**config.mk**
```make
export PLATFORM = sky130hd
export DESIGN_NAME = rsgp_ctrl
export DESIGN_NICKNAME = d
export VERILOG_FILES = /design/src/hw/rtl/rsgp_pkg.sv /design/src/hw/rtl/rsgp_ctrl.sv
export SDC_FILE = /design/constraint.sdc
export NUM_CORES = 1
export LEC_CHECK = 0
export BUFFER_PORTS_ARGS = -buffer_cell sky130_fd_sc_hd__buf_2
export CAP_MARGIN = 10
export CORE_AREA = 2 2 39 41
export DETAILED_ROUTE_END_ITERATION = 12
export DIE_AREA = 0 0 41 43
export SLEW_MARGIN = 20
export SYNTH_ARGS = -nofsm -noshare
export SYNTH_HDL_FRONTEND = slang
export SYNTH_SLANG_ARGS = --single-unit
```
**constraint.sdc**
```tcl
create_clock -name i_clk -period 2.75 [get_ports i_clk]
set_input_delay 0.55 -clock i_clk [delete_from_list [all_inputs] [get_ports i_clk]]
set_output_delay 0.55 -clock i_clk [all_outputs]
set_load 0.05 [all_outputs]
```
**src/hw/rtl/rsgp_pkg.sv**
```systemverilog
// shared types, codes and constants for the ray set geometry precheck
package rsgp_pkg;

    // default store depth
    localparam int RSGP_MAX_RAYS = 16;

    // field widths
    localparam int ORG_W   = 24;
    localparam int DIR_W   = 16;
    localparam int CNT_W   = 5;
    localparam int DSQ_W   = 50;
    localparam int DOT_W   = 29;
    localparam int COS_W   = 15;
    localparam int STAT_W  = 3;
    localparam int IN_W    = 120;
    localparam int OUT_W   = 88;
    localparam int CFG_I_W = 2;
    localparam int CFG_D_W = 24;

    // 1.0 in Q1.28
    localparam logic [DOT_W-1:0] ONE_Q28 = DOT_W'(1) << 28;

    // configuration register indexes
    localparam logic [CFG_I_W-1:0] CFG_MIN_RAY_COUNT   = 2'd0;
    localparam logic [CFG_I_W-1:0] CFG_MIN_BASELINE_MM = 2'd1;
    localparam logic [CFG_I_W-1:0] CFG_COS_MIN_ANGLE   = 2'd2;

    // reset values of the ray count and angle configuration registers
    localparam logic [CNT_W-1:0]   RST_MIN_RAY_COUNT = 5'd2;
    localparam logic [COS_W-1:0]   RST_COS_MIN_ANGLE = 15'd16384;

    // result status codes
    typedef enum logic [STAT_W-1:0] {
        ST_PASS     = 3'd0,
        ST_TOO_FEW  = 3'd1,
        ST_UNDER2   = 3'd2,
        ST_SHORT_BL = 3'd3,
        ST_NARROW   = 3'd4,
        ST_OVERFLOW = 3'd5
    } t_status;

    // controller states
    typedef enum logic [2:0] {
        S_IDLE,
        S_SCAN,
        S_DRAIN,
        S_STORE,
        S_OVF,
        S_FINISH
    } t_state;

    // controller to datapath commands
    typedef struct packed {
        logic load_in;
        logic issue;
        logic store;
        logic mark_ovf;
        logic finish;
    } t_cmd;

    // datapath to controller status
    typedef struct packed {
        logic count_full;
        logic count_zero;
        logic last_issue;
        logic pipe_busy;
        logic in_last;
        logic out_free;
    } t_stat;

endpackage

```
**src/hw/rtl/rsgp_ctrl.sv**
```systemverilog
// controller state machine: sequences capture, pair scan, store and report
module rsgp_ctrl (
    input  logic          i_clk,
    input  logic          i_rst_n,
    input  logic          i_in_valid,
    input  rsgp_pkg::t_stat i_stat,
    output logic          o_in_ready,
    output rsgp_pkg::t_cmd  o_cmd
);
    import rsgp_pkg::*;

    t_state r_state;
    t_state n_state;

    // state register
    always_ff @(posedge i_clk) begin
        if (!i_rst_n) begin
            r_state <= S_IDLE;
        end else begin
            r_state <= n_state;
        end
    end

    // next state
    always_comb begin
        n_state = r_state;
        case (r_state)
            S_IDLE: begin
                if (i_in_valid) begin
                    if (i_stat.count_full) begin
                        n_state = S_OVF;
                    end else if (i_stat.count_zero) begin
                        n_state = S_STORE;
                    end else begin
                        n_state = S_SCAN;
                    end
                end
            end
            S_SCAN: begin
                if (i_stat.last_issue) begin
                    n_state = S_DRAIN;
                end
            end
            S_DRAIN: begin
                if (!i_stat.pipe_busy) begin
                    n_state = S_STORE;
                end
            end
            S_STORE, S_OVF: begin
                n_state = i_stat.in_last ? S_FINISH : S_IDLE;
            end
            S_FINISH: begin
                if (i_stat.out_free) begin
                    n_state = S_IDLE;
                end
            end
            default: n_state = S_IDLE;
        endcase
    end

    // command outputs, no input transfer while reset is held
    always_comb begin
        o_cmd      = '0;
        o_in_ready = 1'b0;
        case (r_state)
            S_IDLE: begin
                o_in_ready    = i_rst_n;
                o_cmd.load_in = i_in_valid & i_rst_n;
            end
            S_SCAN:   o_cmd.issue    = 1'b1;
            S_DRAIN:  o_cmd          = '0;
            S_STORE:  o_cmd.store    = 1'b1;
            S_OVF:    o_cmd.mark_ovf = 1'b1;
            S_FINISH: o_cmd.finish   = i_stat.out_free;
            default:  o_cmd          = '0;
        endcase
    end

endmodule

```
==> flow_metrics.tcl, run 1 <==
set metrics [dict create \
    top_regs "r_state: 3 flops" \
    maxSlewViolCount 0 \
    fin_nets 59 \
    hold-worst-slack_ns 0.6207 \
    p_per_area_nw_per_um2 1117 \
    finClkSkew_ns 0.0002170 \
    crit_type "reg2out" \
    clockBufferDepth 2 \
    antenna_found_initial 0 \
    netlist_area_um2 286.5 \
    ir_drop_v 0.0002503 \
    fill_cells 163 \
    yosysWarnings 0 \
    routedWlPerCell_um 10.17 \
    post-route-drc-count 0 \
    dr.first_iter.drc_count 2 \
    syn_inst 34 \
    grt_max_degree 15 \
    tightestPinTransition_ns 0.4485 \
    cts_setup_buffers 0 \
    grt_pass1_wl_mm 1.048 \
    p_leak_nw 0.1761 \
    hp-start "i_stat[4]" \
    postSynthAreaPerCell_um2 8.427 \
    die_w_um 41 \
    setup_viol 0 \
    viasPerCell 4.662 \
    largest-register "r_state" \
    grt_usage_pct 9.036 \
    final_common_cell "buf_2" \
    fin_crit_ns 1.874 \
    die_area_um2 1763 \
    rsz0062_at_grt "false" \
    antenna-diode-count 0 \
    min_to "r_state[1]" \
    r2r_slack_ns 1.37 \
    synth_seq_area_share_pct 20.96 \
    ant_nets 0 \
    critical_path_arrival_ns 1.32 \
    io_pins 15 \
    rows 14 \
    seqCellArea_um2 60.06 \
    tns_ns 0 \
    synth.ff_latch_count 3 \
    hold_viol_final 0 \
    max_freq_ghz 0.5336 \
    cts_buffers 3 \
    critPathCaptureType "output pin" \
    final_cell_mix "buf_2, nor2_1, a21oi_1, clkbuf_4, dfxtp_1" \
    first_global_vias 280 \
    yosysUniqueCellTypes 23 \
    dieHeight_um 43 \
    synthToLayoutAreaGrowth_pct 32.75 \
    start_kind "flip-flop" \
    status "finished, final reports clean" \
    htreeDepth 1 \
    cts.sinks 3 \
    overflow 0 \
    maxCapViolations 0 \
    synth_fp_nets 43 \
    dp_hpwl_um 512.2 \
    worst_ep_required_time_ns 2.20 \
    rr_worst_depth 4 \
    cts_tree "built" \
    io_buffers 14 \
    cts-root-buf "clkbuf_4" \
    reg2reg_from "r_state[0]" \
    clock_latency_ns 0.23 \
    start_util_pct 20.71 \
    drt-total-wl_um 661 \
    ys_top_cells_by_area "dfxtp_1, buf_6, a2bb2oi_1" \
    holdPathStages 3 \
    place.gp.congestion 0.6778 \
    ctsResizeCount 0 \
    drtPass1Iterations 2 \
    rr_endpoint "r_state[0]" \
    ctsHoldBuffers 0 \
    crit_fanout 11 \
    yosys.area.top_type "dfxtp_1" \
    largest_reg_flops 3 \
    coreArea_um2 1384 \
    multi_input_area_um2 203.9 \
    clkSlewWorstSetupHoldPaths_ns 0.04 \
    drive_gt1_share_pct 48.98 \
    finalCritPeriodShare_pct 68.15 \
    max_slew_margin_pct 70.06 \
    hold_path_class "in2reg" \
    synth_top_area_share_pct 20.96 \
    vias 303 \
]
==> synthesized netlist by cell type <==
master and n:
a21oi_1 3, a221oi_1 1, a2bb2oi_1 2, and2_1 1, and3_2 1, and3b_2 1, and4b_2 1, buf_2 1
buf_6 2, dfxtp_1 3, mux2_2 1, nand2_2 1, nand2b_1 2, nand3b_1 1, nor2_1 4, nor3_1 2
nor3b_1 1, nor3b_2 1, o21ai_1 1, o221ai_1 1, o32ai_1 1, or2b_1 1, or4b_1 1
==> per-layer routing <==
metal | vias to the layer above | track usage [%] | wire length [µm]
met1 | 138 | 8.682 | 251
met2 | 5 | 15.00 | 383
met5 | - | 0 | 0
li1 | 160 | - | -
met4 | 0 | 8.000 | 0
met3 | 0 | 1.571 | 26
==> stage by stage <==
stage	utilization (%)	instances	area [µm²]	power [mW]	setup WS, ns
after floorplan	-	34	291.5	0.3236	0.4132
final	27.49	65	380.4	0.4247	0.8759
after detailed placement	25.59	61	354.1	0.3505	0.9546
after global placement	25.59	61	354.1	0.3483	0.9619
after CTS	27.49	65	380.4	0.4309	0.8565
after global routing	27.49	65	380.4	0.4586	0.7711
==> where the power goes <==
part | leakage [nW] | switching (mW) | internal [mW]
Sequential | 0.0247 | 0.0551 | 0.0618
Combinational | 0.136 | 0.144 | 0.0882
Clock | 0.0150 | 0.0217 | 0.0543
Total | 0.176 | 0.220 | 0.204
==> kinds of logic after synthesis <==
group | Yosys count | share of synthesized area, %
flops | 3 | 20.96
mux | 1 | 3.930
buf+inv | 3 | 9.605
compound gates | 9 | 22.27
simple gates | 18 | 43.24
==> worst max-delay path, stage by stage (launching register included) <==
cell and delay [ns]:
dfxtp_1 0.39, nand2b_1 0.21, nor3_2 0.12, and2_1 0.13
buf_2 0.25
==> final cells by class <==
cell class,count,share of cell area [%]
multi-input combinational,28,53.62
timing repair buffer,14,18.42
sequential,3,15.79
clock buffer,4,6.908
tap,16,5.263
==> how the worst max path moves through the flow <==
| stage | cells past startpoint | slack [ns] | from | end |
|---|---|---|---|---|
| after floorplan | 3 | 0.41 | i_rst_n | o_cmd[4] |
| after global placement | 5 | 0.96 | i_rst_n | o_cmd[4] |
| after detailed placement | 5 | 0.95 | i_rst_n | o_cmd[4] |
| after CTS | 4 | 0.86 | r_state[2] | o_cmd[4] |
| after global routing | 4 | 0.77 | r_state[2] | o_cmd[4] |
| final | 4 | 0.88 | r_state[2] | o_cmd[4] |
Power figures use the tool's default switching activity.
==> inputs of run 2 (changes only) <==
--- a/config.mk
+++ b/config.mk
@@ -5,6 +5,7 @@
 export SDC_FILE = /design/constraint.sdc
 export NUM_CORES = 1
 export LEC_CHECK = 0
+export ABC_AREA = 1
 export BUFFER_PORTS_ARGS = -buffer_cell sky130_fd_sc_hd__buf_2
 export CAP_MARGIN = 10
 export CORE_AREA = 2 2 39 41
==> constraint.sdc (replaced) <==
create_clock -name i_clk -period 1.5 [get_ports i_clk]
set_input_delay 0.3 -clock i_clk [delete_from_list [all_inputs] [get_ports i_clk]]
set_output_delay 0.3 -clock i_clk [all_outputs]
set_load 0.05 [all_outputs]
==> run 2 against run 1 <==
Compared with the run above:
- synthesized cell count up 38%
- sequential share of layout area down 0.84 points
- non-clock buffer count grew 1
- die area stayed put
- largest power group unchanged
==> flow_metrics.tcl, run 2 <==
set metrics [dict create \
    final_cell_mix "buf_2, inv_1, nand2_1" \
    ant_nets 0 \
    post-route-drc-count 0 \
    ys_top_cells_by_area "dfxtp_1, inv_1, nand2_1" \
    critPathCaptureType "output pin" \
    die_area_um2 1763 \
    drt-total-wl_um 751 \
    vias 365 \
    p_leak_nw 0.2325 \
    maxSlewViolCount 0 \
    dieHeight_um 43 \
    overflow 0 \
    synth-main-ff-cell "dfxtp_1" \
    finalCritPeriodShare_pct 96.91 \
    hold-worst-slack_ns 0.3878 \
    rr_worst_depth 7 \
    grt_pass1_wl_mm 1.131 \
    cts_buffers 3 \
    max_freq_ghz 0.6879 \
    hold_viol_final 0 \
    antenna-diode-count 0 \
    yosys.area.top_type "dfxtp_1" \
    viasPerCell 4.620 \
    setup_viol 0 \
    io_buffers 14 \
    first_global_vias 293 \
    dp_hpwl_um 571.3 \
    start_kind "flip-flop" \
    reg2reg_from "r_state[2]" \
    fin_nets 73 \
    drive_gt1_share_pct 52.38 \
    cts-root-buf "clkbuf_4" \
    place.gp.congestion 0.8048 \
    final_common_cell "buf_2" \
    synth_fp_nets 56 \
    routedWlPerCell_um 9.506 \
    ir_drop_v 0.0009691 \
    rsz0062_at_grt "true" \
    r2r_slack_ns 0.37 \
    synth.ff_latch_count 3 \
    fin_crit_ns 1.454 \
    yosysWarnings 0 \
    dr.first_iter.drc_count 5 \
    synthToLayoutAreaGrowth_pct 52.70 \
    tightestPinTransition_ns 0.2479 \
    p_per_area_nw_per_um2 2325 \
    crit_type "reg2out" \
    largest_reg_flops 3 \
    cts.sinks 3 \
    crit_start "r_state[1]" \
    htreeDepth 1 \
    syn_inst 47 \
    clock_latency_ns 0.24 \
    clkSlewWorstSetupHoldPaths_ns 0.04 \
    netlist_top_cells_count "inv_1, nand2_1, nand3_1, nand4_1" \
    grt_usage_pct 10.04 \
    postSynthAreaPerCell_um2 6.416 \
    cts_tree "built" \
    antenna_found_initial 0 \
    critical_path_arrival_ns 1.15 \
    clockBufferDepth 2 \
    drtPass1Iterations 2 \
    fin_util_pct 33.27 \
    netlist_area_um2 301.5 \
    worst_ep_required_time_ns 1.20 \
    rr_endpoint "r_state[0]" \
    largest-register "r_state" \
    finClkSkew_ns 0.001461 \
    status "finished, final reports clean" \
    grt_max_degree 10 \
    max_slew_margin_pct 83.59 \
    coreArea_um2 1384 \
    top_regs "r_state: 3 flops" \
    start_util_pct 21.79 \
    rows 14 \
    synth_seq_area_share_pct 19.92 \
    tns_ns 0 \
    ys_async_sr_fraction_pct 0 \
    crit_fanout 9 \
    yosysUniqueCellTypes 17 \
    maxCapViolations 0 \
    io_pins 15 \
    synth_top_area_share_pct 19.92 \
    die_w_um 41 \
    hold_path_class "in2reg" \
    synth-edff-count 0 \
    critPathCapture "o_cmd[4]" \
]
-- run 2: area by class of cell --
class / instances / area, µm²
well taps: 16 / 20.02
repair buffers: 15 / 95.09
fillers: 159 / 923.4
multi-input cells: 32 / 214.0
flip-flops and latches: 3 / 68.82
clock buffers: 4 / 26.28
inverters: 9 / 36.28
-- run 2: logic make-up after synthesis --
| group | count (synthesis) | share of synthesized area, % |
|---|---|---|
| compound gates | 7 | 12.45 |
| buf+inv | 12 | 21.16 |
| flops | 3 | 19.92 |
| simple gates | 25 | 46.47 |
-- run 2: worst min path at each step --
stage          startpoint    endpoint  cells after the start
5_1_grt         i_stat[2]  r_state[1]                      3
6_report        i_stat[2]  r_state[1]                      3
4_1_cts         i_stat[2]  r_state[1]                      3
3_3_place_gp   r_state[2]  r_state[2]                      2
2_1_floorplan   i_stat[2]  r_state[1]                      2
3_5_place_dp   r_state[2]  r_state[2]                      2
-- run 2: layer usage --
metal	up-vias	wire (µm)	global-route usage [%]
met5	-	0	0
met4	0	19	10.00
met3	2	59	4.188
met2	12	337	12.19
met1	160	335	12.22
li1	191	-	-
-- run 2: critical path, cell delays in order (launching register included) --
cell and delay, ns:
dfxtp_4 0.38, nor2_4 0.14, nand2_2 0.09, nor3_4 0.12, buf_6 0.18
-- run 2: timing repair --
item	CTS	global route
hold buffers	0	0
resized for setup	9	5
setup buffers	0	0
pin swaps	0	1
endpoints found under the setup margin	5	2
-- run 2: where the power goes --
part | internal (mW) | switching [mW] | total (mW)
clock | 0.100 | 0.0468 | 0.147
sequential | 0.136 | 0.0997 | 0.236
combinational | 0.234 | 0.454 | 0.688
-- run 2: per-stage QoR --
| step | power, mW | area, µm² | cells | setup WS (ns) |
|---|---|---|---|---|
| floorplan | 0.7818 | 326.6 | 47 | -0.2833 |
| finish | 1.071 | 460.4 | 79 | 0.04629 |
| global placement | 0.8413 | 394.1 | 75 | 0.03773 |
| CTS | 1.045 | 440.4 | 79 | 0.01894 |
| global route | 1.144 | 460.4 | 79 | -0.004964 |
| detailed placement | 0.8479 | 394.1 | 75 | 0.03641 |
==> inputs of run 3 (changes only) <==
--- a/config.mk
+++ b/config.mk
@@ -8,9 +8,12 @@
 export ABC_AREA = 1
 export BUFFER_PORTS_ARGS = -buffer_cell sky130_fd_sc_hd__buf_2
 export CAP_MARGIN = 10
+export CELL_PAD_IN_SITES_DETAIL_PLACEMENT = 1
+export CELL_PAD_IN_SITES_GLOBAL_PLACEMENT = 1
 export CORE_AREA = 2 2 39 41
 export DETAILED_ROUTE_END_ITERATION = 12
 export DIE_AREA = 0 0 41 43
+export PLACE_DENSITY_LB_ADDON = 0.1
 export SLEW_MARGIN = 20
 export SYNTH_ARGS = -nofsm -noshare
 export SYNTH_HDL_FRONTEND = slang
==> run 3 against run 2 <==
Compared with the run above:
- sequential power decreased by 6%
- cell count increased by 1.3%
- first-iteration DRC count decreased by 60%
- die area unchanged
- global-route usage increased by 2.1 points
==> flow_metrics.tcl, run 3 (synthesis results as in run 2) <==
set metrics [dict create \
    grt_usage_pct 12.15 \
    p_leak_nw 0.2354 \
    place.gp.congestion 0.7127 \
    tightestPinTransition_ns 0.2499 \
    htreeDepth 1 \
    tns_ns 0 \
    seqPwrFrac_pct 20.7 \
    crit_chain "nor2_4 -> nand2_2 -> nor3_4 -> buf_6" \
    io_buffers 14 \
    die_area_um2 1763 \
    top_regs "r_state: 3 flops" \
    antenna-diode-count 0 \
    start_util_pct 21.79 \
    first_global_vias 381 \
    crit_fanout 7 \
    clockBufferDepth 2 \
    fin_util_pct 32.73 \
    dpl_worst_slack_ns 0.08980 \
    dr.first_iter.drc_count 2 \
    cts_buffers 3 \
    cts-root-buf "clkbuf_4" \
    p_comb_share_pct 66.3 \
    crit_type "reg2out" \
    p_clk_share_pct 12.9 \
    drive_gt1_share_pct 53.13 \
    total_power_mw 1.071 \
    status "finished, final reports clean" \
    maxSlewViolCount 0 \
    drt-total-wl_um 870 \
    clock_latency_ns 0.23 \
    largest-register "r_state" \
    fin_nets 74 \
    placedInstanceArea_um2 401.6 \
    max_freq_ghz 0.6984 \
    dp_hpwl_um 694.4 \
    cts.sinks 3 \
    final_cells 80 \
    hold_viol_final 0 \
    ctsHoldBuffers 0 \
    grt_max_degree 10 \
    cts_setup_buffers 0 \
    synthToLayoutAreaGrowth_pct 50.21 \
    ant_nets 0 \
    final_cell_mix "buf_2, inv_1, nand2_1" \
    maxCapViolations 0 \
    design_area_um2 452.9 \
    hold-worst-slack_ns 0.3975 \
    finClkSkew_ns 0.004046 \
    largest_reg_flops 3 \
    die_w_um 41 \
    critPathBufInv 1 \
    max_slew_margin_pct 83.45 \
    post-route-drc-count 0 \
    fin_crit_ns 1.432 \
    setup_viol 0 \
    antenna_found_initial 0 \
    grt_pass1_wl_mm 1.469 \
    hold_path_class "in2reg" \
    p_per_area_nw_per_um2 2364 \
    power.net_switching_mw 0.5902 \
    max_stage_delay_ns 0.37 \
    swShare_pct 55.12 \
    dp_cells 76 \
    routedWlPerCell_um 10.88 \
    vias 369 \
    cts_tree "built" \
    rsz0062_at_grt "true" \
    viasPerCell 4.613 \
    io_pins 15 \
    final_common_cell "buf_2" \
    rows 14 \
    drtPass1Iterations 2 \
    crit_family "flip-flops" \
    coreArea_um2 1384 \
    dieHeight_um 43 \
    overflow 0 \
    start_kind "flip-flop" \
    clkSlewWorstSetupHoldPaths_ns 0.04 \
    slowest_stage "dfxtp_4" \
    critical_path_arrival_ns 1.13 \
    finalCritPeriodShare_pct 95.46 \
    ir_drop_v 0.0005689 \
    r2r_slack_ns 0.36 \
    worst_ep_required_time_ns 1.20 \
    setup_slack_ns 0.06808 \
    critPathCaptureType "output pin" \
    intPower_mw 0.4806 \
]
run 3: cell types whose count changed in the layout (fill, tap and decap cells not counted), sizes merged:
cell / change
buf: +1
run 3: worst reg2reg max path, cell delays in order, from the launching register on:
cell and delay (ns):
dfxtp_2 0.35, inv_2 0.09, buf_4 0.16, nand3_2 0.07
nand2_2 0.07, nor2_4 0.13, nand2_1 0.06, a21oi_1 0.14
run 3: final cells by class:
class,instances,area (µm²)
flip-flops and latches,3,68.82
fillers,189,930.9
repair buffers,16,98.84
multi-input cells,32,205.2
inverters,9,33.78
well taps,16,20.02
clock buffers,4,26.28
run 3: per-layer routing:
metal	part of all wire [%]	track usage, %	vias to the layer above
met2	52	17.81	10
met3	4.6	1.571	0
met1	43	15.76	170
met4	0	8.000	0
met5	0	0	-
li1	-	-	189
run 3: worst paths after layout:
path                                  from         end  cells after the start
worst max-delay path            r_state[0]    o_cmd[4]                      4
worst min-delay path             i_stat[2]  r_state[1]                      3
worst max register to register  r_state[2]  r_state[0]                      7
worst min register to register  r_state[2]  r_state[2]                      2
run 3: power groups by stage:
stage / Clock [mW] / Combinational, mW / Sequential [mW]
final: 0.139 / 0.710 / 0.222
after global routing: 0.152 / 0.781 / 0.232
after CTS: 0.145 / 0.704 / 0.211
after detailed placement: 0 / 0.677 / 0.204
after global placement: 0 / 0.683 / 0.204
after floorplan: 0 / 0.649 / 0.133
run 3: what timing repair did:
action,CTS,global route
endpoints found under the setup margin,5,5
hold endpoints to repair,0,0
pin swaps,0,2
resized for setup,7,4
